$ cat src/rtl/pdh_pkg.sv
// ----------------------------------------------------------------------------
// pdh_pkg: shared types and constants
// Field widths, parameter defaults and the command codes passed from the
// classifier front end to the histogram back end.
// ----------------------------------------------------------------------------
`default_nettype none

package pdh_pkg;

    // fixed field widths of the stream beats
    localparam int unsigned FUNC_W   = 1;
    localparam int unsigned MODREQ_W = 4;
    localparam int unsigned SAMPLE_W = 12;
    localparam int unsigned RBIN_W   = 13;
    localparam int unsigned OUT_W    = 32;

    // parameter defaults
    localparam int unsigned MODULES_DEF    = 16;
    localparam int unsigned HALF_BINS_DEF  = 4096;
    localparam int unsigned COUNT_BITS_DEF = 32;

    // func codes
    localparam logic [FUNC_W-1:0] FUNC_ACC  = 1'b0;
    localparam logic [FUNC_W-1:0] FUNC_READ = 1'b1;

    // classified command kind
    typedef enum logic [1:0] {
        K_NULL = 2'd0,   // no memory access, result all zero
        K_READ = 2'd1,   // read one bin
        K_ACC  = 2'd2    // increment one bin
    } t_kind;

    // head of the command queue, seen by the back end
    typedef struct packed {
        logic  valid;
        t_kind kind;
    } t_qhead;

endpackage

`default_nettype wire

$ cat src/rtl/pdh_front.sv
// ----------------------------------------------------------------------------
// pdh_front: item classifier and command queue
// Gates the sample pair, forms the bin address and queues one command per
// accepted beat for the back end.
// ----------------------------------------------------------------------------
`default_nettype none

module pdh_front #(
    parameter int unsigned MODULES   = pdh_pkg::MODULES_DEF,
    parameter int unsigned HALF_BINS = pdh_pkg::HALF_BINS_DEF,
    parameter int unsigned ADDR_W    = 17
) (
    input  wire                                i_clk,
    input  wire                                i_rst_n,
    input  wire                                i_valid,
    output logic                               o_ready,
    input  wire [pdh_pkg::FUNC_W-1:0]          i_func,
    input  wire [pdh_pkg::MODREQ_W-1:0]        i_module,
    input  wire [pdh_pkg::SAMPLE_W-1:0]        i_first,
    input  wire [pdh_pkg::SAMPLE_W-1:0]        i_second,
    input  wire [pdh_pkg::RBIN_W-1:0]          i_rbin,
    input  wire                                i_clr_done,
    input  wire                                i_pop,
    output pdh_pkg::t_qhead                    o_head,
    output logic [ADDR_W-1:0]                  o_head_addr
);

    import pdh_pkg::*;

    localparam int unsigned BINS   = 2 * HALF_BINS;
    localparam int unsigned DIFF_W = $clog2(HALF_BINS + (2 ** SAMPLE_W)) + 1;
    localparam int unsigned QDEPTH = 2;
    localparam int unsigned PTR_W  = $clog2(QDEPTH);
    localparam int unsigned CNT_W  = $clog2(QDEPTH + 1);

    logic [DIFF_W-1:0] diff;
    logic              mod_ok;
    logic              acc_ok;
    logic              rd_ok;
    logic [31:0]       bin;
    t_kind             kind;
    logic [ADDR_W-1:0] addr;
    logic              push;

    t_kind             r_q_kind [QDEPTH];
    logic [ADDR_W-1:0] r_q_addr [QDEPTH];
    logic [PTR_W-1:0]  r_wptr;
    logic [PTR_W-1:0]  r_rptr;
    logic [CNT_W-1:0]  r_count;
    logic [CNT_W-1:0]  n_count;

    // classify: first - second + HALF_BINS, sign bit marks an underflow
    always_comb begin
        diff   = DIFF_W'(i_first) + DIFF_W'(HALF_BINS) - DIFF_W'(i_second);
        mod_ok = 32'(i_module) < 32'(MODULES);
        acc_ok = ((i_first & i_second) != '0) && !diff[DIFF_W-1]
                 && (32'(diff) < 32'(BINS));
        rd_ok  = 32'(i_rbin) < 32'(BINS);
        bin    = (i_func == FUNC_READ) ? 32'(i_rbin) : 32'(diff);
        if (!mod_ok) begin
            kind = K_NULL;
        end else if (i_func == FUNC_READ) begin
            kind = rd_ok ? K_READ : K_NULL;
        end else begin
            kind = acc_ok ? K_ACC : K_NULL;
        end
        addr = ADDR_W'(32'(i_module) * 32'(BINS) + bin);
    end

    assign o_ready = (r_count != CNT_W'(QDEPTH)) && i_clr_done;
    assign push    = i_valid && o_ready;

    always_comb begin
        n_count = r_count;
        if (push && !i_pop) begin
            n_count = r_count + CNT_W'(1);
        end else if (!push && i_pop) begin
            n_count = r_count - CNT_W'(1);
        end
    end

    always_ff @(posedge i_clk) begin
        if (!i_rst_n) begin
            r_wptr  <= '0;
            r_rptr  <= '0;
            r_count <= '0;
        end else begin
            r_count <= n_count;
            if (push) begin
                r_wptr <= (32'(r_wptr) == QDEPTH - 1) ? '0 : r_wptr + PTR_W'(1);
            end
            if (i_pop) begin
                r_rptr <= (32'(r_rptr) == QDEPTH - 1) ? '0 : r_rptr + PTR_W'(1);
            end
        end
    end

    always_ff @(posedge i_clk) begin
        if (push) begin
            r_q_kind[r_wptr] <= kind;
            r_q_addr[r_wptr] <= addr;
        end
    end

    assign o_head.valid = r_count != '0;
    assign o_head.kind  = r_q_kind[r_rptr];
    assign o_head_addr  = r_q_addr[r_rptr];

endmodule

`default_nettype wire

$ cat config.mk
export PLATFORM = sky130hd
export DESIGN_NAME = pdh_front
export DESIGN_NICKNAME = d
export VERILOG_FILES = /design/src/rtl/pdh_pkg.sv /design/src/rtl/pdh_front.sv
export SDC_FILE = /design/constraint.sdc
export NUM_CORES = 1
export LEC_CHECK = 0
export BUFFER_PORTS_ARGS = -buffer_cell sky130_fd_sc_hd__buf_2
export CORE_ASPECT_RATIO = 0.7
export CORE_MARGIN = 2
export CORE_UTILIZATION = 50
export DETAILED_ROUTE_END_ITERATION = 10
export PLACE_DENSITY = 0.85
export SETUP_SLACK_MARGIN = 0.15
export SYNTH_ARGS = -nofsm -noshare
export SYNTH_HDL_FRONTEND = slang
export SYNTH_SLANG_ARGS = --single-unit
$ cat constraint.sdc
create_clock -name i_clk -period 3.25 [get_ports i_clk]
set_clock_uncertainty 0.05 [all_clocks]
set_input_delay 0.1625 -clock i_clk [delete_from_list [all_inputs] [get_ports i_clk]]
set_output_delay 0.1625 -clock i_clk [all_outputs]
set_load 0.02 [all_outputs]
# Word-level counts from Yosys, hierarchy flattened

Memories as Yosys holds them, arrays and structs flattened. A register that Yosys moved wholly into a read port is not among the register bits.
Index checks and enable logic that the tools add are counted.

Latch bits: 0
Memories kept: 2
Register bits: 4
Memory bits (writable): 38
Output and inout bits: 21
Bits in read-only memories: 0

Memories:

| name     | words | width | read ports | clocked after memory_dff | wr ports | RTL line        | text |
|---|---|---|---|---|---|---|---|
| r_q_addr | 2     | 17    | 1          | 1                        | 1        | pdh_front.sv:46 | `logic [ADDR_W-1:0] r_q_addr [QDEPTH];` |
| r_q_kind | 2     | 2     | 1          | 1                        | 1        | pdh_front.sv:45 | `t_kind r_q_kind [QDEPTH];` |

Order comparisons: 1
Multiply operators: 0
Div/mod/pow operators: 0
Equal/unequal tests: 1
Mux-type cells: 13
Reduce and logical (&&, ||, !) cells: 12
Shift-type cells: 0
Add/sub/neg operators: 7
Bitwise operators: 1

Operator list:

| operator                                                           | number |
|---|---|
| 17-bit by 14-bit adder with 17-bit output                          | 1 |
| 12-bit by 13-bit adder with 14-bit output, second input constant   | 1 |
| 14-bit < comparator, second input constant                         | 1 |
| 14-bit 2-to-1 mux                                                  | 1 |
| 14-bit by 12-bit subtractor with 14-bit output                     | 1 |
| 12-bit bitwise AND                                                 | 1 |
| 12-bit nonzero test                                                | 1 |
| 1-bit 2-to-1 mux                                                   | 8 |
| 2-bit 2-to-1 mux                                                   | 4 |
| 1-bit logical AND                                                  | 6 |
| 2-bit nonzero test                                                 | 2 |
| 1-bit logical NOT                                                  | 3 |
| 1-bit adder, second input constant                                 | 2 |
| 2-bit by 1-bit adder with 2-bit output, second input constant      | 1 |
| 2-bit != test, second input constant                               | 1 |
| 2-bit by 1-bit subtractor with 2-bit output, second input constant | 1 |

# Depth between registers and ports, before layout

Depth in word-level cells: 7
Gate-level depth with buffers: 8
Gate-level depth less buffers: 8

# Worst setup path before layout

Ideal clock, no wire load.

Path kind: register to register
Start: register r_count[0]
End: memory r_q_addr[0][0], enable pin
Clock period less this slack: 2.302 ns
Setup time: 0.396 ns
Cell stages (with the launch flop): 5
Arrival: 1.856 ns
Required time: 2.804 ns
Setup slack: 0.948 ns
Path through: dfxtp_1 inv_1 a21boi_1 nand2_1 nor2_1

Cells in the longest elaborated chain, start to end: 5

Ends and longest elaborated chain:

| what                                   | RTL line         | text |
|---|---|---|
| start: declaration                     | pdh_front.sv:49  | `logic [CNT_W-1:0] r_count;` |
| start signal: assignment               | pdh_front.sv:88  | `r_count <= n_count;` |
| 2-bit != test                          | pdh_front.sv:70  | `assign o_ready = (r_count != CNT_W'(QDEPTH)) && i_clr_done;` |
| 1-bit logical AND                      | pdh_front.sv:70  |  |
| net o_ready                            | pdh_front.sv:16  | `output logic o_ready,` |
| 1-bit logical AND                      | pdh_front.sv:71  | `assign push = i_valid && o_ready;` |
| 1-bit 2-to-1 mux                       | pdh_front.sv:99  | `if (push) begin` |
| 1-bit 2-to-1 mux (not written as such) | pdh_front.sv:101 | `r_q_addr[r_wptr] <= addr;` |
| end: declaration                       | pdh_front.sv:46  |  |

The timed path passes the listed nets, and every way through them passes these cells.

==> run summary <==
Slew @ Worst Pin = 864 ps
Synthesized instance count = 216
Worst-Skew Late Latency = 290 ps
Number of global-route vias before repair = 1,714
Post-Synthesis Net Count = 289
Most frequent cells in the layout = 67 x buf_2, 38 x edfxtp_1, 25 x ha_1
First-pass GRT wire length = 7.56 mm
Setup crit end kind = output pin
Drt pass-1 iters = 4
Area delta synth->final = 20.0%
Cell taking the most area after synthesis = edfxtp_1
Global route total overflow = 0
Required time of the critical path = 3040 ps
Hold Crit Depth = 1
Sequential fraction of the synthesis area = 48.7%
Yosys warns = 0
CP Buf/Inv Count = 1
PD cells = 429 nW/µm²
Worst path max stage delay = 870 ps
IO Pins = 68
H-tree level count = 2
HPWL Detailed = 3.62 mm
Initial antenna violation count = 0
Worst-path cell chain = mux2_2 > buf_2
Fin crit share = 60.3%
Final core occ = 63.3%
Tmin final = 1960 ps
Die W = 89.4 µm
Fin nets = 361
CP max-delay cell = dfxtp_1
Syn avg cell area = 11.8 µm²
Chip height = 63.8 µm
Largest net degree at the start of global routing = 30
Area of the core = 4830 µm²
EDFF count, synth = 38
Row Count = 21
Drt initial violations = 36
Vias per inst = 5.10
Starting density of the core = 52.8%
Hold_sp = i_module[2]
Max-cap viol count = 0
Worst VDD drop = 0.181 mV
Routed Antenna Nets = 0
Max Freq = 0.510 GHz
Area share of the largest cell type after synthesis = 44.7%
Antenna cells = 0
Commonest non-fill, non-tap cell in the layout = buf_2
Post-Syn Area = 2550 µm²
RSZ-0062 raised after global routing = false
Layout fillers = 414
Ys async rst share = 0%
Slew Limit Fails = 0
Reg2Reg Launch Point = r_count[0]$_SDFFE_PN0P_
TritonCTS Buffers = 5
Clock tree buffer depth = 2
Setup violations, final = 0
CP delay by family, top = flip-flops
Layout cells sized above 1 = 36.0%
Gr usage total = 17.2%
Ys flop type = edfxtp_1
Synth area leaders = edfxtp_1 45%, ha_1 12%, mux2_2 8.4%
Die area = 5700 µm²
CP arrival = 1750 ps
Drc violations = 0
Status = finished clean
Placer congestion estimate = 0.823
Root Driver = clkbuf_8
Critical Path Start Type = flip-flop
HP Class = input port to flip-flop
DR WL/cell = 13.0 µm
#FFs+latches synth = 43
Worst Path Max Fanout = 19
Clock sinks = 43
FF-to-FF path depth = 3
Worst rel slew slack = 42.4%
Count of cell types in the netlist = 46
Critical path depth = 2
Total number of vias = 1,826
WL final = 4.66 mm
CTS tree = built
WS Path Type = flip-flop to output pin
Leakage = 1.33 nW
PortBufs = 67
R2R setup slack = 1390 ps
Final setup TNS = 0 ps
Reg clk slew, reported paths = 70 ps
Hold Vio Cnt, Final = 0
-- registers in the layout (all words and copies together) (netlist names), named ones only --
signal	count
r_q_addr	34
r_wptr	1
r_rptr	1
r_q_kind	4
r_count	2
-- Yosys cell counts, types with 3 or more instances --
library cell  instances
nand2_1              20
nand2b_1              3
nor4_1                3
ha_1                 25
buf_2                 3
o21ai_1               9
xor2_1                6
inv_1                18
mux2_2               19
a21oi_2               3
a21oi_1               8
nor2_1                6
and2_1                3
o21ai_0               6
edfxtp_1             38
dfxtp_1               5
xnor2_1               4
-- final cells by class --
type,count,area (µm²),share of cell area [%]
flip-flops and latches,43,1240,40.5
multi-input cells,150,1220,39.8
repair buffers,70,363,11.9
well taps,69,86.3,2.82
clock buffers,5,68.8,2.25
inverters,18,67.6,2.21
clock inverters,3,15.0,0.490
-- metal layers --
metal  vias to the layer above  routed length, µm  part of all wire (%)  global-route usage, %
li1                        923                  -                     -                      -
met1                       827               2130                    46                   22.6
met2                        72               2190                    47                   28.0
met3                         4                309                   6.6                   4.13
met4                         0                 37                  0.79                   5.41
met5                         -                  0                     0                      0
-- path summary, 6_finish.rpt --
kind | end
max reg2reg | r_q_addr[1][11]$_DFFE_PP_
min reg2reg | r_count[1]$_SDFFE_PN0P_
min | r_q_addr[1][15]$_DFFE_PP_
max | o_head_addr[10]
-- metrics by stage --
step / setup WS, ps / hold WS [ps] / power [mW] / instances / cell area, µm²
2_1_floorplan: 948 / 211 / 0.904 / 216 / 2550
3_3_place_gp: 1270 / 301 / 0.998 / 348 / 2960
3_5_place_dp: 1200 / 305 / 1.01 / 348 / 2960
4_1_cts: 1230 / 2.93 / 1.32 / 357 / 3050
5_1_grt: 1170 / 5.68 / 1.39 / 358 / 3060
6_report: 1290 / 12.7 / 1.31 / 358 / 3060
-- where the power goes --
part | switching, mW | internal, mW | total (mW)
clock network | 0.171 | 0.146 | 0.317
registers | 0.0192 | 0.645 | 0.664
logic | 0.186 | 0.147 | 0.333
-- kinds of logic after synthesis --
group,Yosys count,synth area share (%)
buf+inv,23,3.53
mux,20,8.78
flops,43,48.7
compound gates,43,12.0
xor+xnor,10,3.43
simple gates,51,10.6
fa+ha+maj,26,13.0
-- timing repair --
action	CTS	global route
hold buffers	1	1
hold endpoints to repair	2	2
gates resized for setup	0	0
buffers inserted	0	0
Power figures use the tool's default switching activity.
