`config.mk`:
```
export PLATFORM = sky130hd
export DESIGN_NAME = pdh_back
export DESIGN_NICKNAME = d
export VERILOG_FILES = /design/src/rtl/pdh_pkg.sv /design/src/rtl/pdh_back.sv
export SDC_FILE = /design/constraint.sdc
export NUM_CORES = 1
export LEC_CHECK = 0
export BUFFER_PORTS_ARGS = -buffer_cell sky130_fd_sc_hd__buf_2
export CORE_UTILIZATION = 40
export CTS_BUF_LIST = sky130_fd_sc_hd__clkbuf_2
export DETAILED_ROUTE_END_ITERATION = 12
export PLACE_DENSITY = 0.76
export SLEW_MARGIN = 0
export SYNTH_ARGS = -nofsm -noshare
export SYNTH_HDL_FRONTEND = slang
export SYNTH_SLANG_ARGS = --single-unit
export TNS_END_PERCENT = 30
```
`constraint.sdc`:
```
create_clock -name i_clk -period 3.4 [get_ports i_clk]
set_input_delay 0.34 -clock i_clk [delete_from_list [all_inputs] [get_ports i_clk]]
set_output_delay 0.34 -clock i_clk [all_outputs]
set_load 0.005 [all_outputs]
```
`src/rtl/pdh_pkg.sv`:
```
// ----------------------------------------------------------------------------
// pdh_pkg: shared types and constants
// Field widths, parameter defaults and the command codes passed from the
// classifier front end to the histogram back end.
// ----------------------------------------------------------------------------
`default_nettype none

package pdh_pkg;

    // fixed field widths of the stream beats
    localparam int unsigned FUNC_W   = 1;
    localparam int unsigned MODREQ_W = 4;
    localparam int unsigned SAMPLE_W = 12;
    localparam int unsigned RBIN_W   = 13;
    localparam int unsigned OUT_W    = 32;

    // parameter defaults
    localparam int unsigned MODULES_DEF    = 16;
    localparam int unsigned HALF_BINS_DEF  = 4096;
    localparam int unsigned COUNT_BITS_DEF = 32;

    // func codes
    localparam logic [FUNC_W-1:0] FUNC_ACC  = 1'b0;
    localparam logic [FUNC_W-1:0] FUNC_READ = 1'b1;

    // classified command kind
    typedef enum logic [1:0] {
        K_NULL = 2'd0,   // no memory access, result all zero
        K_READ = 2'd1,   // read one bin
        K_ACC  = 2'd2    // increment one bin
    } t_kind;

    // head of the command queue, seen by the back end
    typedef struct packed {
        logic  valid;
        t_kind kind;
    } t_qhead;

endpackage

`default_nettype wire

```
`src/rtl/pdh_back.sv`:
```
// ----------------------------------------------------------------------------
// pdh_back: histogram sequencer
// Clears the count store after reset, then runs one read (plus a write for an
// accumulate) per queued bin command and holds the result beat in the output register.
// ----------------------------------------------------------------------------
`default_nettype none

module pdh_back #(
    parameter int unsigned COUNT_BITS = pdh_pkg::COUNT_BITS_DEF,
    parameter int unsigned DEPTH      = 131072,
    parameter int unsigned ADDR_W     = 17
) (
    input  wire                      i_clk,
    input  wire                      i_rst_n,
    input  wire pdh_pkg::t_qhead     i_head,
    input  wire [ADDR_W-1:0]         i_head_addr,
    output logic                     o_pop,
    output logic                     o_clr_done,
    output logic                     o_wr_en,
    output logic [ADDR_W-1:0]        o_wr_addr,
    output logic [COUNT_BITS-1:0]    o_wr_data,
    output logic                     o_rd_en,
    output logic [ADDR_W-1:0]        o_rd_addr,
    input  wire [COUNT_BITS-1:0]     i_rd_data,
    input  wire                      i_m_tready,
    output logic                     o_m_tvalid,
    output logic                     o_counted,
    output logic                     o_saturated,
    output logic [pdh_pkg::OUT_W-1:0] o_count
);

    import pdh_pkg::*;

    localparam logic [COUNT_BITS-1:0] CMAX = '1;

    typedef enum logic [2:0] {
        S_CLEAR = 3'b001,
        S_IDLE  = 3'b010,
        S_WAIT  = 3'b100
    } t_state;

    t_state             r_state;
    t_state             n_state;
    logic [ADDR_W-1:0]  r_clr_addr;
    t_kind              r_kind;
    logic [ADDR_W-1:0]  r_addr;
    logic               r_out_valid;
    logic               r_counted;
    logic               r_sat;
    logic [OUT_W-1:0]   r_count;
    logic               out_free;
    logic               is_max;
    logic [COUNT_BITS-1:0] inc;

    assign out_free   = !r_out_valid || i_m_tready;
    assign o_pop      = (r_state == S_IDLE) && i_head.valid && out_free;
    assign o_rd_en    = o_pop && (i_head.kind != K_NULL);
    assign o_rd_addr  = i_head_addr;
    assign o_clr_done = r_state != S_CLEAR;
    assign is_max     = i_rd_data == CMAX;
    assign inc        = i_rd_data + COUNT_BITS'(1);

    always_comb begin
        o_wr_en   = 1'b0;
        o_wr_addr = r_addr;
        o_wr_data = inc;
        case (r_state)
            S_CLEAR: begin
                o_wr_en   = 1'b1;
                o_wr_addr = r_clr_addr;
                o_wr_data = '0;
            end
            S_WAIT: begin
                o_wr_en = (r_kind == K_ACC) && !is_max;
            end
            default: begin
                o_wr_en = 1'b0;
            end
        endcase
    end

    always_comb begin
        n_state = r_state;
        case (r_state)
            S_CLEAR: begin
                if (32'(r_clr_addr) == DEPTH - 1) begin
                    n_state = S_IDLE;
                end
            end
            S_IDLE: begin
                if (o_rd_en) begin
                    n_state = S_WAIT;
                end
            end
            S_WAIT: begin
                n_state = S_IDLE;
            end
            default: begin
                n_state = S_CLEAR;
            end
        endcase
    end

    always_ff @(posedge i_clk) begin
        if (!i_rst_n) begin
            r_state     <= S_CLEAR;
            r_clr_addr  <= '0;
            r_out_valid <= 1'b0;
        end else begin
            r_state <= n_state;
            if (r_state == S_CLEAR) begin
                r_clr_addr <= r_clr_addr + ADDR_W'(1);
            end
            // a new result takes priority over the drain of the old one
            if ((o_pop && (i_head.kind == K_NULL)) || (r_state == S_WAIT)) begin
                r_out_valid <= 1'b1;
            end else if (r_out_valid && i_m_tready) begin
                r_out_valid <= 1'b0;
            end
        end
    end

    // result payload
    always_ff @(posedge i_clk) begin
        if (o_pop) begin
            r_kind    <= i_head.kind;
            r_addr    <= i_head_addr;
            r_counted <= 1'b0;
            r_sat     <= 1'b0;
            r_count   <= '0;
        end
        if (r_state == S_WAIT) begin
            if (r_kind == K_ACC && !is_max) begin
                r_counted <= 1'b1;
                r_sat     <= 1'b0;
                r_count   <= OUT_W'(inc);
            end else begin
                r_counted <= 1'b0;
                r_sat     <= is_max;
                r_count   <= OUT_W'(i_rd_data);
            end
        end
    end

    assign o_m_tvalid  = r_out_valid;
    assign o_counted   = r_counted;
    assign o_saturated = r_sat;
    assign o_count     = r_count;

    a_no_pop_in_clear: assert property (@(posedge i_clk) disable iff (!i_rst_n)
        (r_state == S_CLEAR) |-> !o_pop)
        else $error("command popped during clearing pass");

    a_wait_out_empty: assert property (@(posedge i_clk) disable iff (!i_rst_n)
        (r_state == S_WAIT) |-> !r_out_valid)
        else $error("result register busy while a read completes");

    a_mem_pop_waits: assert property (@(posedge i_clk) disable iff (!i_rst_n)
        o_rd_en |=> (r_state == S_WAIT))
        else $error("memory command did not enter the update step");

    a_flags_exclusive: assert property (@(posedge i_clk) disable iff (!i_rst_n)
        r_out_valid |-> !(r_counted && r_sat))
        else $error("counted and saturated both set");

endmodule

`default_nettype wire

```
# [Word level (Yosys, flattened, before mapping)]
# Cells that the tools add are included.
[classes] n_reduce_logical=15 n_eq_ne=9 n_addsub=2 muxes=16
[op_table] op="2-to-1 mux 32 bit" n=4
[op_table] op="adder 32 x 1 -> 32 bit (second input constant)" n=1
[op_table] op="equality test 32 bit (second input constant)" n=1
[op_table] op="adder 17 x 1 -> 17 bit (second input constant)" n=1
[op_table] op="equality test 17 bit (second input constant)" n=1
[op_table] op="2-to-1 mux 17 bit" n=1
[op_table] op="case mux 3 bit (3 select lines)" n=1
[op_table] op="2-to-1 mux 1 bit" n=7
[op_table] op="logical AND 1 bit" n=6
[op_table] op="2-to-1 mux 3 bit" n=2
[op_table] op="nonzero test 2 bit" n=3
[op_table] op="!= test 2 bit (second input constant)" n=2
[op_table] op="equality test 3 x 1 -> 1 bit (second input constant)" n=1
[op_table] op="equality test 3 x 2 -> 1 bit (second input constant)" n=1
[op_table] op="equality test 3 bit (second input constant)" n=1
[op_table] op="!= test 3 x 1 -> 1 bit (second input constant)" n=1
[op_table] op="equality test 2 bit (second input constant)" n=1
[op_table] op="logical NOT 1 bit" n=2
[op_table] op="logical NOT 2 bit" n=1
[op_table] op="logical OR 1 bit" n=2
[op_table] op="case mux 1 bit (2 select lines)" n=1
[op_table] op="AND reduction 2 bit" n=1
[totals] reg_bits=74 word_cells=50 inputBits=55 out_inout_bits=105

# [Logic depth before layout (Yosys ltp)]
# Gate-level depths: netlist of run 1.
[logic_depth] word_depth=6 mapped_depth=8 mapped_depth_nobuf=6

# [Worst setup path after synthesis of run 1]
# OpenSTA, ideal clock, no wires.
[synth_timing] kind="in2reg" start="input port i_rd_data[0]" end="register r_count[13], in the netlist o_count[13] (data pin)" required_time_ns=3.130 setup_slack_ns=1.049 n_path_buf=2 arrival_ns=2.081 path_stages=8 setup_ns=0.270 path_cell_list="ha_1 > nand3_1 > or3_1 > clkbuf_1 > o31ai_2 > clkbuf_1 > or3_1 > a21oi_1"
[synth_via] elab_chain_len=5 elab_cells_between_ends=6 cone_classes="add/sub (1); eq/ne (1); mux (2); reduce/logical (2)"
[synth_rtl] element="from (decl)" line_no="pdh_back.sv:24" text="input wire [COUNT_BITS-1:0] i_rd_data,"
[synth_rtl] element="branches (longest 3 deep; another with adder 32 x 1 -> 32 bit)"
[synth_rtl] element="2-to-1 mux 32 bit *" line_no="pdh_back.sv:133" text="if (r_kind == K_ACC && !is_max) begin"
[synth_rtl] element="2-to-1 mux 32 bit *" line_no="pdh_back.sv:132" text="if (r_state == S_WAIT) begin"
[synth_rtl] element="to (signal assigned)" line_no="pdh_back.sv:136" text="r_count <= OUT_W'(inc);"
[synth_rtl] element="to (signal assigned)" line_no="pdh_back.sv:140" text="r_count <= OUT_W'(i_rd_data);"
[synth_rtl] element="to (decl)" line_no="pdh_back.sv:50" text="logic [OUT_W-1:0] r_count;"
# Mark *: on every way between the ends.
# A chain may end at the register's enable or synchronous reset.

# [Worst setup path in the final report of run 1]
[layout_timing] start="input port i_rd_data[0]" end="output port o_wr_data[30]"
[layout_via] elab_chain_len=2
[layout_rtl] element="adder 32 x 1 -> 32 bit" line_no="pdh_back.sv:61" text="assign inc = i_rd_data + COUNT_BITS'(1);"
[layout_rtl] element="2-to-1 mux 32 bit" line_no="pdh_back.sv:67" text="case (r_state)"
[layout_rtl] element="to (decl)" line_no="pdh_back.sv:21" text="output logic [COUNT_BITS-1:0] o_wr_data,"
# Every way passes these cells.

==> results of run 1 <==
## metrics by stage
stage / instances / power (mW) / util (%) / hold WS [ns] / worst slack [ns]
2_1_floorplan: 493 / 1.054 / - / 0.4389 / 1.049
3_3_place_gp: 753 / 1.114 / 49.49 / 0.4729 / 0.6701
3_5_place_dp: 753 / 1.118 / 49.49 / 0.4907 / 0.5804
4_1_cts: 788 / 1.651 / 52.45 / 0.1081 / 0.5232
5_1_grt: 788 / 1.701 / 52.45 / 0.1395 / 0.2774
6_report: 788 / 1.639 / 52.45 / 0.1646 / 0.5611
## cell usage after synthesis, drive strengths merged, types with 17 or more instances
master / instances / area, µm²
dfxtp: 21 / 420.4
or3: 28 / 175.2
o21ai: 32 / 160.2
edfxtp: 53 / 1592
nor2: 43 / 161.4
xor2: 19 / 166.4
buf: 25 / 170.2
xnor2: 20 / 175.2
a21oi: 32 / 160.2
nand4: 20 / 125.1
clkbuf: 17 / 65.06
nand2: 77 / 289.0
## metal layers
| layer | up-vias | share of wire [%] | wire length, µm |
|---|---|---|---|
| met5 | - | 0 | 0 |
| met4 | 0 | 2.0 | 225 |
| met3 | 22 | 7.3 | 835 |
| met2 | 201 | 50 | 5766 |
| met1 | 1929 | 41 | 4688 |
| li1 | 2050 | - | - |
## power groups by stage
stage / sequential (mW) / clock (mW) / combinational, mW
after CTS: 0.965 / 0.535 / 0.151
after detailed placement: 0.984 / 0 / 0.134
after global placement: 0.983 / 0 / 0.130
after global routing: 0.966 / 0.566 / 0.170
after floorplan: 0.983 / 0 / 0.0718
final: 0.964 / 0.521 / 0.154
## worst reg2reg max path: cells and delay by family (launching register included)
family	cells	cell delay, ns
flip-flops	1	0.45
AND/OR/NAND/NOR	3	0.80
buffers and inverters	1	0.42
## state kept, by name, indices dropped and copies added (netlist names)
signal       count
o_count         32
r_addr          17
r_clr_addr      17
r_state          3
r_kind           2
o_counted        1
o_m_tvalid       1
o_saturated      1
## final cells by class
cell class | instances | area (µm²)
tap | 136 | 170.2
sequential | 74 | 2012
clock buffer | 9 | 45.04
clock inverter | 7 | 75.07
multi-input combinational | 369 | 2117
fill | 989 | 4975
inverter | 8 | 30.03
timing repair buffer | 185 | 1039
## cells by family (layout without fill, tap and decap cells)
kind of cell | after synthesis | count (layout) | synth area share (%)
AND/OR/NAND/NOR | 242 | 242 | 28.13
AO/OA/AOI/OAI | 85 | 85 | 11.23
buffers and inverters | 50 | 209 | 6.055
adder cells (fa/ha/maj) | 3 | 3 | 0.8570
flip-flops | 74 | 74 | 45.93
XOR/XNOR | 39 | 39 | 7.798
## final timing paths
check | from | endpoint | slack (ns) | depth (start not counted)
worst max-delay path | i_rd_data[0] | o_wr_data[30] | 0.56 | 8
worst min-delay path | i_rst_n | r_state[0] | 0.16 | 2
worst max register to register | r_state[2] | o_count[3] | 1.36 | 4
worst min register to register | r_clr_addr[16] | r_clr_addr[16] | 0.51 | 2
==> impl_metrics.ini, run 1 <==
[outcome]
outcome = finished clean

[drt]
vias_per_cell = 5.332
drc = 0
vias = 4202
drt_iter0_drc = 194
routed_wl_mm = 11.52
first_pass_iters = 4
wire_per_inst_um = 14.61
antenna_left = 0

[sta]
period_needed_ns = 2.839
fmax_ghz = 0.3523
hold_violations = 0
final-setup-viol-count = 0
fin_tns_setup_ns = 0
drv_slew = 0
fin_crit_sh_pct = 83.50
fin_skew_ns = 0.03952
tightest_slew_ns = 0.6992
slew_headroom_pct = 53.34
rsz0062_at_grt = no

[yosys]
synth_edf_count = 53
syn_area_per_cell_um2 = 8.885
yosysSeqAreaShare_pct = 45.93
synth_nets = 551
yosysUniqueCellTypes = 41
netlist_area_um2 = 4380
yosys_warnings = 0
synthArstFlopShare_pct = 0
ys_ff_latch = 74
synthCells = 493
synth-main-ff-cell = edfxtp_1

[setup_path]
critPathMaxFanout = 9
crit_slowest_cell = or3_1
cp-start-kind = primary input
cpPeakStageDelay_ns = 0.63
cp.required_ns = 3.06
critPathTopFamily = simple AND/OR/NAND/NOR gates
worst-path-buf-inv = 2
worstSetupPathType = primary input to output pin
path_cells = buf_2 -> ha_1 -> nand3_1 -> or3_1 -> nor3_1 -> xnor2_1 -> nor2_1 -> buf_2
crit_arrival_ns = 2.50
cpMostUsedCell = buf_2
cp-end-kind = output pin

[layout]
layout_common_cells = buf_2, nand2_1, edfxtp_1
syn2layout_area_growth_pct = 25.28
stdcell_area_um2 = 5488
drive_above_1_share_pct = 29.45
n_antenna_cell = 0
fin_nets = 705
layout.cells.most_common = buf_2

[clock_network]
cts.reportedPaths.clkPinSlew_ns = 0.25
cts_hold_buf = 19
cts_max_path_buffers = 2
numCtsBuffers = 9
cts-root-buf = clkbuf_2
htreeDepth = 3
clock_sinks = 74
insertion_delay_ns = 0.51
post_cts_resized = 0
cts_tree = built
post_cts_buffers = 0

[place]
hpwlAfterDp_mm = 8.271
routabilityCongestion = 0.8503
dpl-instance-area_um2 = 5177
numPortBuffers = 159

[global_route]
grt_first_pass_wirelength_mm = 18.62
grt_overflow_total = 0
met1_usage_pct = 23.90
grt_usage_pct = 20.37
gr-max-usage-layer = met2
grt_max_degree = 36
grt_pass1_vias = 4087
gr-usage-met2_pct = 37.33
antenna_found_initial = 0
grt.met3_usage_pct = 3.100

[power_and_ir_drop]
p_comb_share_pct = 9.4
intPower_mw = 1.211
clkPwrFrac_pct = 31.8
power.density_nw_per_um2 = 298.7
p_seq_share_pct = 58.8
vdd_drop_max_mv = 0.2166
p_sw_mw = 0.4284
p_leak_nw = 2.207
sw_frac_of_total_pct = 26.13

[hold_path]
hp-class = primary input to flop

[die]
die_h_um = 106.6
placementRows = 37
die_area_um2 = 11370
core_um2 = 10460
die_x_um = 106.6
io_pins = 160
start_util_pct = 41.87

[flow_run]
drv.max_cap_violation_count = 0
No activity file was read; power rests on OpenSTA's default activity.
==> inputs of run 2 (changes only) <==
--- a/config.mk
+++ b/config.mk
@@ -5,11 +5,12 @@
 export SDC_FILE = /design/constraint.sdc
 export NUM_CORES = 1
 export LEC_CHECK = 0
+export ABC_AREA = 1
 export BUFFER_PORTS_ARGS = -buffer_cell sky130_fd_sc_hd__buf_2
 export CORE_UTILIZATION = 40
 export CTS_BUF_LIST = sky130_fd_sc_hd__clkbuf_2
 export DETAILED_ROUTE_END_ITERATION = 12
-export PLACE_DENSITY = 0.76
+export PLACE_DENSITY = 0.75
 export SLEW_MARGIN = 0
 export SYNTH_ARGS = -nofsm -noshare
 export SYNTH_HDL_FRONTEND = slang
==> constraint.sdc (replaced) <==
create_clock -name i_clk -period 2.96 [get_ports i_clk]
set_input_delay 0.296 -clock i_clk [delete_from_list [all_inputs] [get_ports i_clk]]
set_output_delay 0.296 -clock i_clk [all_outputs]
set_load 0.005 [all_outputs]
==> run 2 against run 1 <==
  * Largest cell class unchanged
  * Clock power rose by 33%
  * Area after synthesis increased by 4.7%
  * Non-clock buffer count is the same
==> impl_metrics.ini, run 2 <==
[yosys]
syn_area_per_cell_um2 = 7.483
synth_edf_count = 53
ys_top_cells_by_count = nand2_1, nor2_1, edfxtp_1
yosysMostFrequentCell = nand2_1
synth-main-ff-cell = edfxtp_1
ys_ff_latch = 74
yosys.area.top_type = edfxtp_1
synthCells = 613
yosysSeqAreaShare_pct = 43.86
netlist_area_um2 = 4587
synth.top_cell.area_share_pct = 34.70
synth_nets = 671
yosys_warnings = 0
yosysUniqueCellTypes = 37
netlist_top_cells_area = edfxtp_1, nand2_1, dfxtp_1
synthArstFlopShare_pct = 0

[drt]
antenna_left = 0
routed_wl_mm = 12.63
drc = 0
vias = 4623
first_pass_iters = 5
vias_per_cell = 5.030
drt_iter0_drc = 213
wire_per_inst_um = 13.75

[sta]
fin_crit_sh_pct = 84.74
final-setup-viol-count = 0
drv_slew = 0
fmax_ghz = 0.3987
hold_violations = 0
slew_headroom_pct = 58.59
period_needed_ns = 2.508
fin_tns_setup_ns = 0
rsz0062_at_grt = no
fin_skew_ns = 0.02813
tightest_slew_ns = 0.6205

[global_route]
antenna_found_initial = 0
grt_overflow_total = 0
grt_usage_pct = 21.48
grt_max_degree = 51
grt_first_pass_wirelength_mm = 19.66
grt_pass1_vias = 4354

[outcome]
outcome = finished clean

[power_and_ir_drop]
sw_frac_of_total_pct = 25.82
vdd_drop_max_mv = 0.2316
p_sw_mw = 0.5123
p_leak_nw = 2.405
power_mw = 1.984
clkPwrFrac_pct = 34.9
intPower_mw = 1.472
power.density_nw_per_um2 = 347.1
p_comb_share_pct = 9.3
p_seq_share_pct = 55.8

[setup_path]
cp-start-kind = flop
cp.required_ns = 2.66
worstSetupPathType = flop to output pin
critPathMaxFanout = 13
cp-end-kind = output pin
crit_arrival_ns = 2.21

[clock_network]
cts-root-buf = clkbuf_2
cts_max_path_buffers = 2
cts.reportedPaths.clkPinSlew_ns = 0.24
cts_tree = built
insertion_delay_ns = 0.55
clock_sinks = 74
numCtsBuffers = 9
htreeDepth = 3
post_cts_buffers = 0

[hold_path]
hp-class = primary input to flop

[die]
io_pins = 160
placementRows = 38
die_area_um2 = 11900
die_x_um = 109.1
start_util_pct = 41.76
die_h_um = 109.1
core_um2 = 10980

[layout]
n_antenna_cell = 0
fin_nets = 832
post-route-util_pct = 52.04
final_cells = 919
drive_above_1_share_pct = 26.32
stdcell_area_um2 = 5715
layout.cells.most_common = nand2_1
syn2layout_area_growth_pct = 24.60
layout_common_cells = nand2_1, buf_2, nor2_1
largest_reg_flops = 32

[flow_run]
drv.max_cap_violation_count = 0

[place]
hpwlAfterDp_mm = 9.310
routabilityCongestion = 0.9680
dp.cells = 884
dpl-instance-area_um2 = 5385
numPortBuffers = 159
## run 2: cell count changes after synthesis, moves of 13 or more
cell,previous run,this run
or3_1,28,0
xnor2_1,20,7
nand4_1,20,5
nor2_1,43,81
inv_1,8,45
nand2_1,77,189
and2_1,14,1
nand3_1,14,44
## run 2: power groups by stage
stage | Sequential [mW] | Clock, mW | Combinational (mW)
floorplan | 1.13 | 0 | 0.0869
global placement | 1.13 | 0 | 0.161
global route | 1.11 | 0.733 | 0.204
detailed placement | 1.13 | 0 | 0.161
finish | 1.11 | 0.692 | 0.184
CTS | 1.11 | 0.705 | 0.182
## run 2: final timing paths
check,to,startpoint,slack (ns),depth (start not counted)
setup / recovery,o_pop,r_state[1],0.45,5
hold / removal,r_clr_addr[8],i_rst_n,0.05,3
setup reg to reg,r_clr_addr[14],r_state[2],0.97,7
hold reg to reg,r_clr_addr[10],r_clr_addr[10],0.49,2
## run 2: kinds of logic (layout without fill, tap and decap cells)
kind of cell	after synthesis	count (layout)	synth area share, %
flip-flops	74	74	43.86
AO/OA/AOI/OAI	77	77	8.620
AND/OR/NAND/NOR	362	362	34.89
buffers and inverters	82	248	8.947
XOR/XNOR	15	15	2.864
adder cells (fa/ha/maj)	3	3	0.8184
## run 2: final cells by class
class,count,area [µm²]
sequential,74,2012
clock buffer,10,50.05
fill,1073,5268
clock inverter,6,90.09
multi-input combinational,457,2171
tap,140,175.2
timing repair buffer,185,1039
inverter,47,178.9
## run 2: metrics by stage
step / setup slack [ns] / hold WS [ns]
after CTS: 0.4179 / 0.008793
after global routing: 0.2366 / 0.01149
after detailed placement: 0.9808 / 0.4660
final: 0.4518 / 0.04797
after global placement: 1.019 / 0.4638
after floorplan: 0.9623 / 0.3949
## run 2: what timing repair did
action,CTS,global route
endpoints found under the setup margin,0,0
endpoints found under the hold margin,19,0
resized for setup,0,0
hold buffers,19,0
## run 2: metal layers
layer	global-route usage [%]	part of all wire, %	up-vias
li1	-	-	2324
met3	4.124	7.8	26
met2	39.08	50	217
met5	0	0	-
met4	8.687	2.5	0
met1	24.43	40	2056
## run 2: worst max-delay path: stages (launching register included)
cell	delay (ns)
dfxtp_1	0.43
inv_1	0.07
nor3_1	0.33
nand3_1	0.20
inv_1	0.43
buf_2	0.22
==> inputs of run 3 (changes only) <==
--- a/config.mk
+++ b/config.mk
@@ -5,12 +5,12 @@
 export SDC_FILE = /design/constraint.sdc
 export NUM_CORES = 1
 export LEC_CHECK = 0
-export ABC_AREA = 1
+export ABC_AREA = 0
 export BUFFER_PORTS_ARGS = -buffer_cell sky130_fd_sc_hd__buf_2
 export CORE_UTILIZATION = 40
 export CTS_BUF_LIST = sky130_fd_sc_hd__clkbuf_2
 export DETAILED_ROUTE_END_ITERATION = 12
-export PLACE_DENSITY = 0.75
+export PLACE_DENSITY = 0.76
 export SLEW_MARGIN = 0
 export SYNTH_ARGS = -nofsm -noshare
 export SYNTH_HDL_FRONTEND = slang
==> constraint.sdc (replaced) <==
create_clock -name i_clk -period 2.4 [get_ports i_clk]
set_input_delay 0.24 -clock i_clk [delete_from_list [all_inputs] [get_ports i_clk]]
set_output_delay 0.24 -clock i_clk [all_outputs]
set_load 0.005 [all_outputs]
==> run 3 against run 2 <==
  * Critical path depth rose by 2
  * Sequential power rose by 23%
  * Die area fell by 4.4%
  * Total power rose by 20%
  * First-iteration DRC count fell by 4.2%
  * Routed wire length fell by 4.7%
  * Sequential cell count did not move
  * Via count fell by 5.9%
  * Combinational power rose by 24%
  * Critical endpoint is now o_wr_data[25]
  * Highest routed layer unchanged
==> impl_metrics.ini, run 3 (synthesis gave the netlist of run 1 again) <==
[sta]
fmax_ghz = 0.4468
hold_violations = 0
fin_skew_ns = 0.03081
period_needed_ns = 2.238
fin_crit_sh_pct = 93.26
rsz0062_at_grt = no
slew_headroom_pct = 58.94
final-setup-viol-count = 0
hold_ws_ns = 0.04910
drv_slew = 0
tightest_slew_ns = 0.6103
fin_tns_setup_ns = 0

[global_route]
grt_pass1_vias = 4225
grt_usage_pct = 21.49
grt_first_pass_wirelength_mm = 19.53
grt_overflow_total = 0
grt_max_degree = 35
antenna_found_initial = 0

[die]
placementRows = 37
die_x_um = 106.6
die_area_um2 = 11370
core_um2 = 10460
start_util_pct = 41.87
io_pins = 160
die_h_um = 106.6

[layout]
fin_nets = 724
stdcell_area_um2 = 5680
n_antenna_cell = 0
drive_above_1_share_pct = 32.19
layout_common_cells = buf_2, nand2_1, edfxtp_1
layout.cells.most_common = buf_2
post-route-util_pct = 54.29
syn2layout_area_growth_pct = 29.68
largest_reg_flops = 32

[hold_path]
hp-class = primary input to flop

[setup_path]
crit_slowest_cell = or4_4
path_cells = buf_2 -> nand4_1 -> or4_4 -> or4_4 -> xor2_1 -> nor2_1 -> buf_2
r2r_cells = 5
worstSetupPathType = primary input to output pin
critPathTopFamily = simple AND/OR/NAND/NOR gates
cp-end-kind = output pin
worst-path-buf-inv = 2
cp.required_ns = 2.16
cpPeakStageDelay_ns = 0.59
cp_num_cells = 7
crit_start = i_rd_data[12]
reg2reg_slack_ns = 0.39
r2r_end = o_count[19]
r2r_start = r_kind[0]
timing.critical_path.to = o_wr_data[25]
critPathMaxFanout = 6
crit_arrival_ns = 2.00
cp-start-kind = primary input

[power_and_ir_drop]
p_sw_mw = 0.6444
power.density_nw_per_um2 = 418.7
p_leak_nw = 2.294
power_mw = 2.378
vdd_drop_max_mv = 0.3223
p_comb_share_pct = 9.6
p_seq_share_pct = 57.4
sw_frac_of_total_pct = 27.09
intPower_mw = 1.734
clkPwrFrac_pct = 33.0

[place]
numPortBuffers = 159
dpl-instance-area_um2 = 5303
routabilityCongestion = 0.8759
hpwlAfterDp_mm = 8.635

[drt]
routed_wl_mm = 12.04
first_pass_iters = 5
wire_per_inst_um = 14.92
drt_iter0_drc = 204
antenna_left = 0
drc = 0
vias_per_cell = 5.388
vias = 4348

[clock_network]
numCtsBuffers = 9
htreeDepth = 3
cts-root-buf = clkbuf_2
insertion_delay_ns = 0.52
cts_tree = built
cts_max_path_buffers = 2
clock_sinks = 74
cts.reportedPaths.clkPinSlew_ns = 0.26

[flow_run]
drv.max_cap_violation_count = 0

[outcome]
outcome = finished clean
[run 3: how the worst min path moves through the flow]
stage / from / endpoint / slack (ns) / cells after the start
finish: i_rst_n / r_state[0] / 0.05 / 2
global placement: i_head_addr[8] / r_addr[8] / 0.43 / 1
global route: i_rst_n / r_state[0] / 0.03 / 2
detailed placement: i_head_addr[3] / r_addr[3] / 0.43 / 1
floorplan: i_head_addr[0] / r_addr[0] / 0.34 / 0
CTS: i_rst_n / r_state[0] / 0.009 / 2
[run 3: area by class of cell]
| cell class | instances | area, µm² |
|---|---|---|
| fill | 993 | 4782 |
| clock buffer | 9 | 45.04 |
| multi-input combinational | 369 | 2126 |
| timing repair buffer | 202 | 1195 |
| sequential | 74 | 2016 |
| timing repair inverter | 2 | 15.01 |
| tap | 136 | 170.2 |
| inverter | 8 | 33.78 |
| clock inverter | 7 | 80.08 |
[run 3: what timing repair did]
action | in CTS | in global routing
hold buffers | 19 | 0
resized for setup | 3 | 5
setup buffers | 2 | 0
gates cloned | 2 | 0
endpoints found under the hold margin | 19 | 0
endpoints found under the setup margin | 19 | 41
[run 3: stage by stage]
step	instances	setup slack (ns)
6_report	807	0.1617
2_1_floorplan	493	0.1492
5_1_grt	807	0.0009621
3_5_place_dp	768	0.01259
4_1_cts	807	0.009149
3_3_place_gp	768	0.1089
[run 3: per-layer routing]
metal	global-route usage [%]	part of all wire (%)	routed length, µm
met1	26.18	40	4845
met5	0	0	0
met4	10.08	2.3	282
met2	37.14	49	5938
met3	3.343	8.1	976
[run 3: power by group through the flow]
stage,Combinational [mW],Clock (mW),Sequential (mW)
floorplan,0.102,0,1.39
global placement,0.193,0,1.39
detailed placement,0.200,0,1.39
CTS,0.225,0.799,1.37
global route,0.252,0.837,1.37
finish,0.228,0.785,1.37
[run 3: worst register-to-register path, cell delays in order, from the launching register on]
cell      delay [ns]
edfxtp_1        0.43
nor2b_1         0.45
o31ai_4         0.17
buf_4           0.23
or4_1           0.42
a21oi_1         0.16
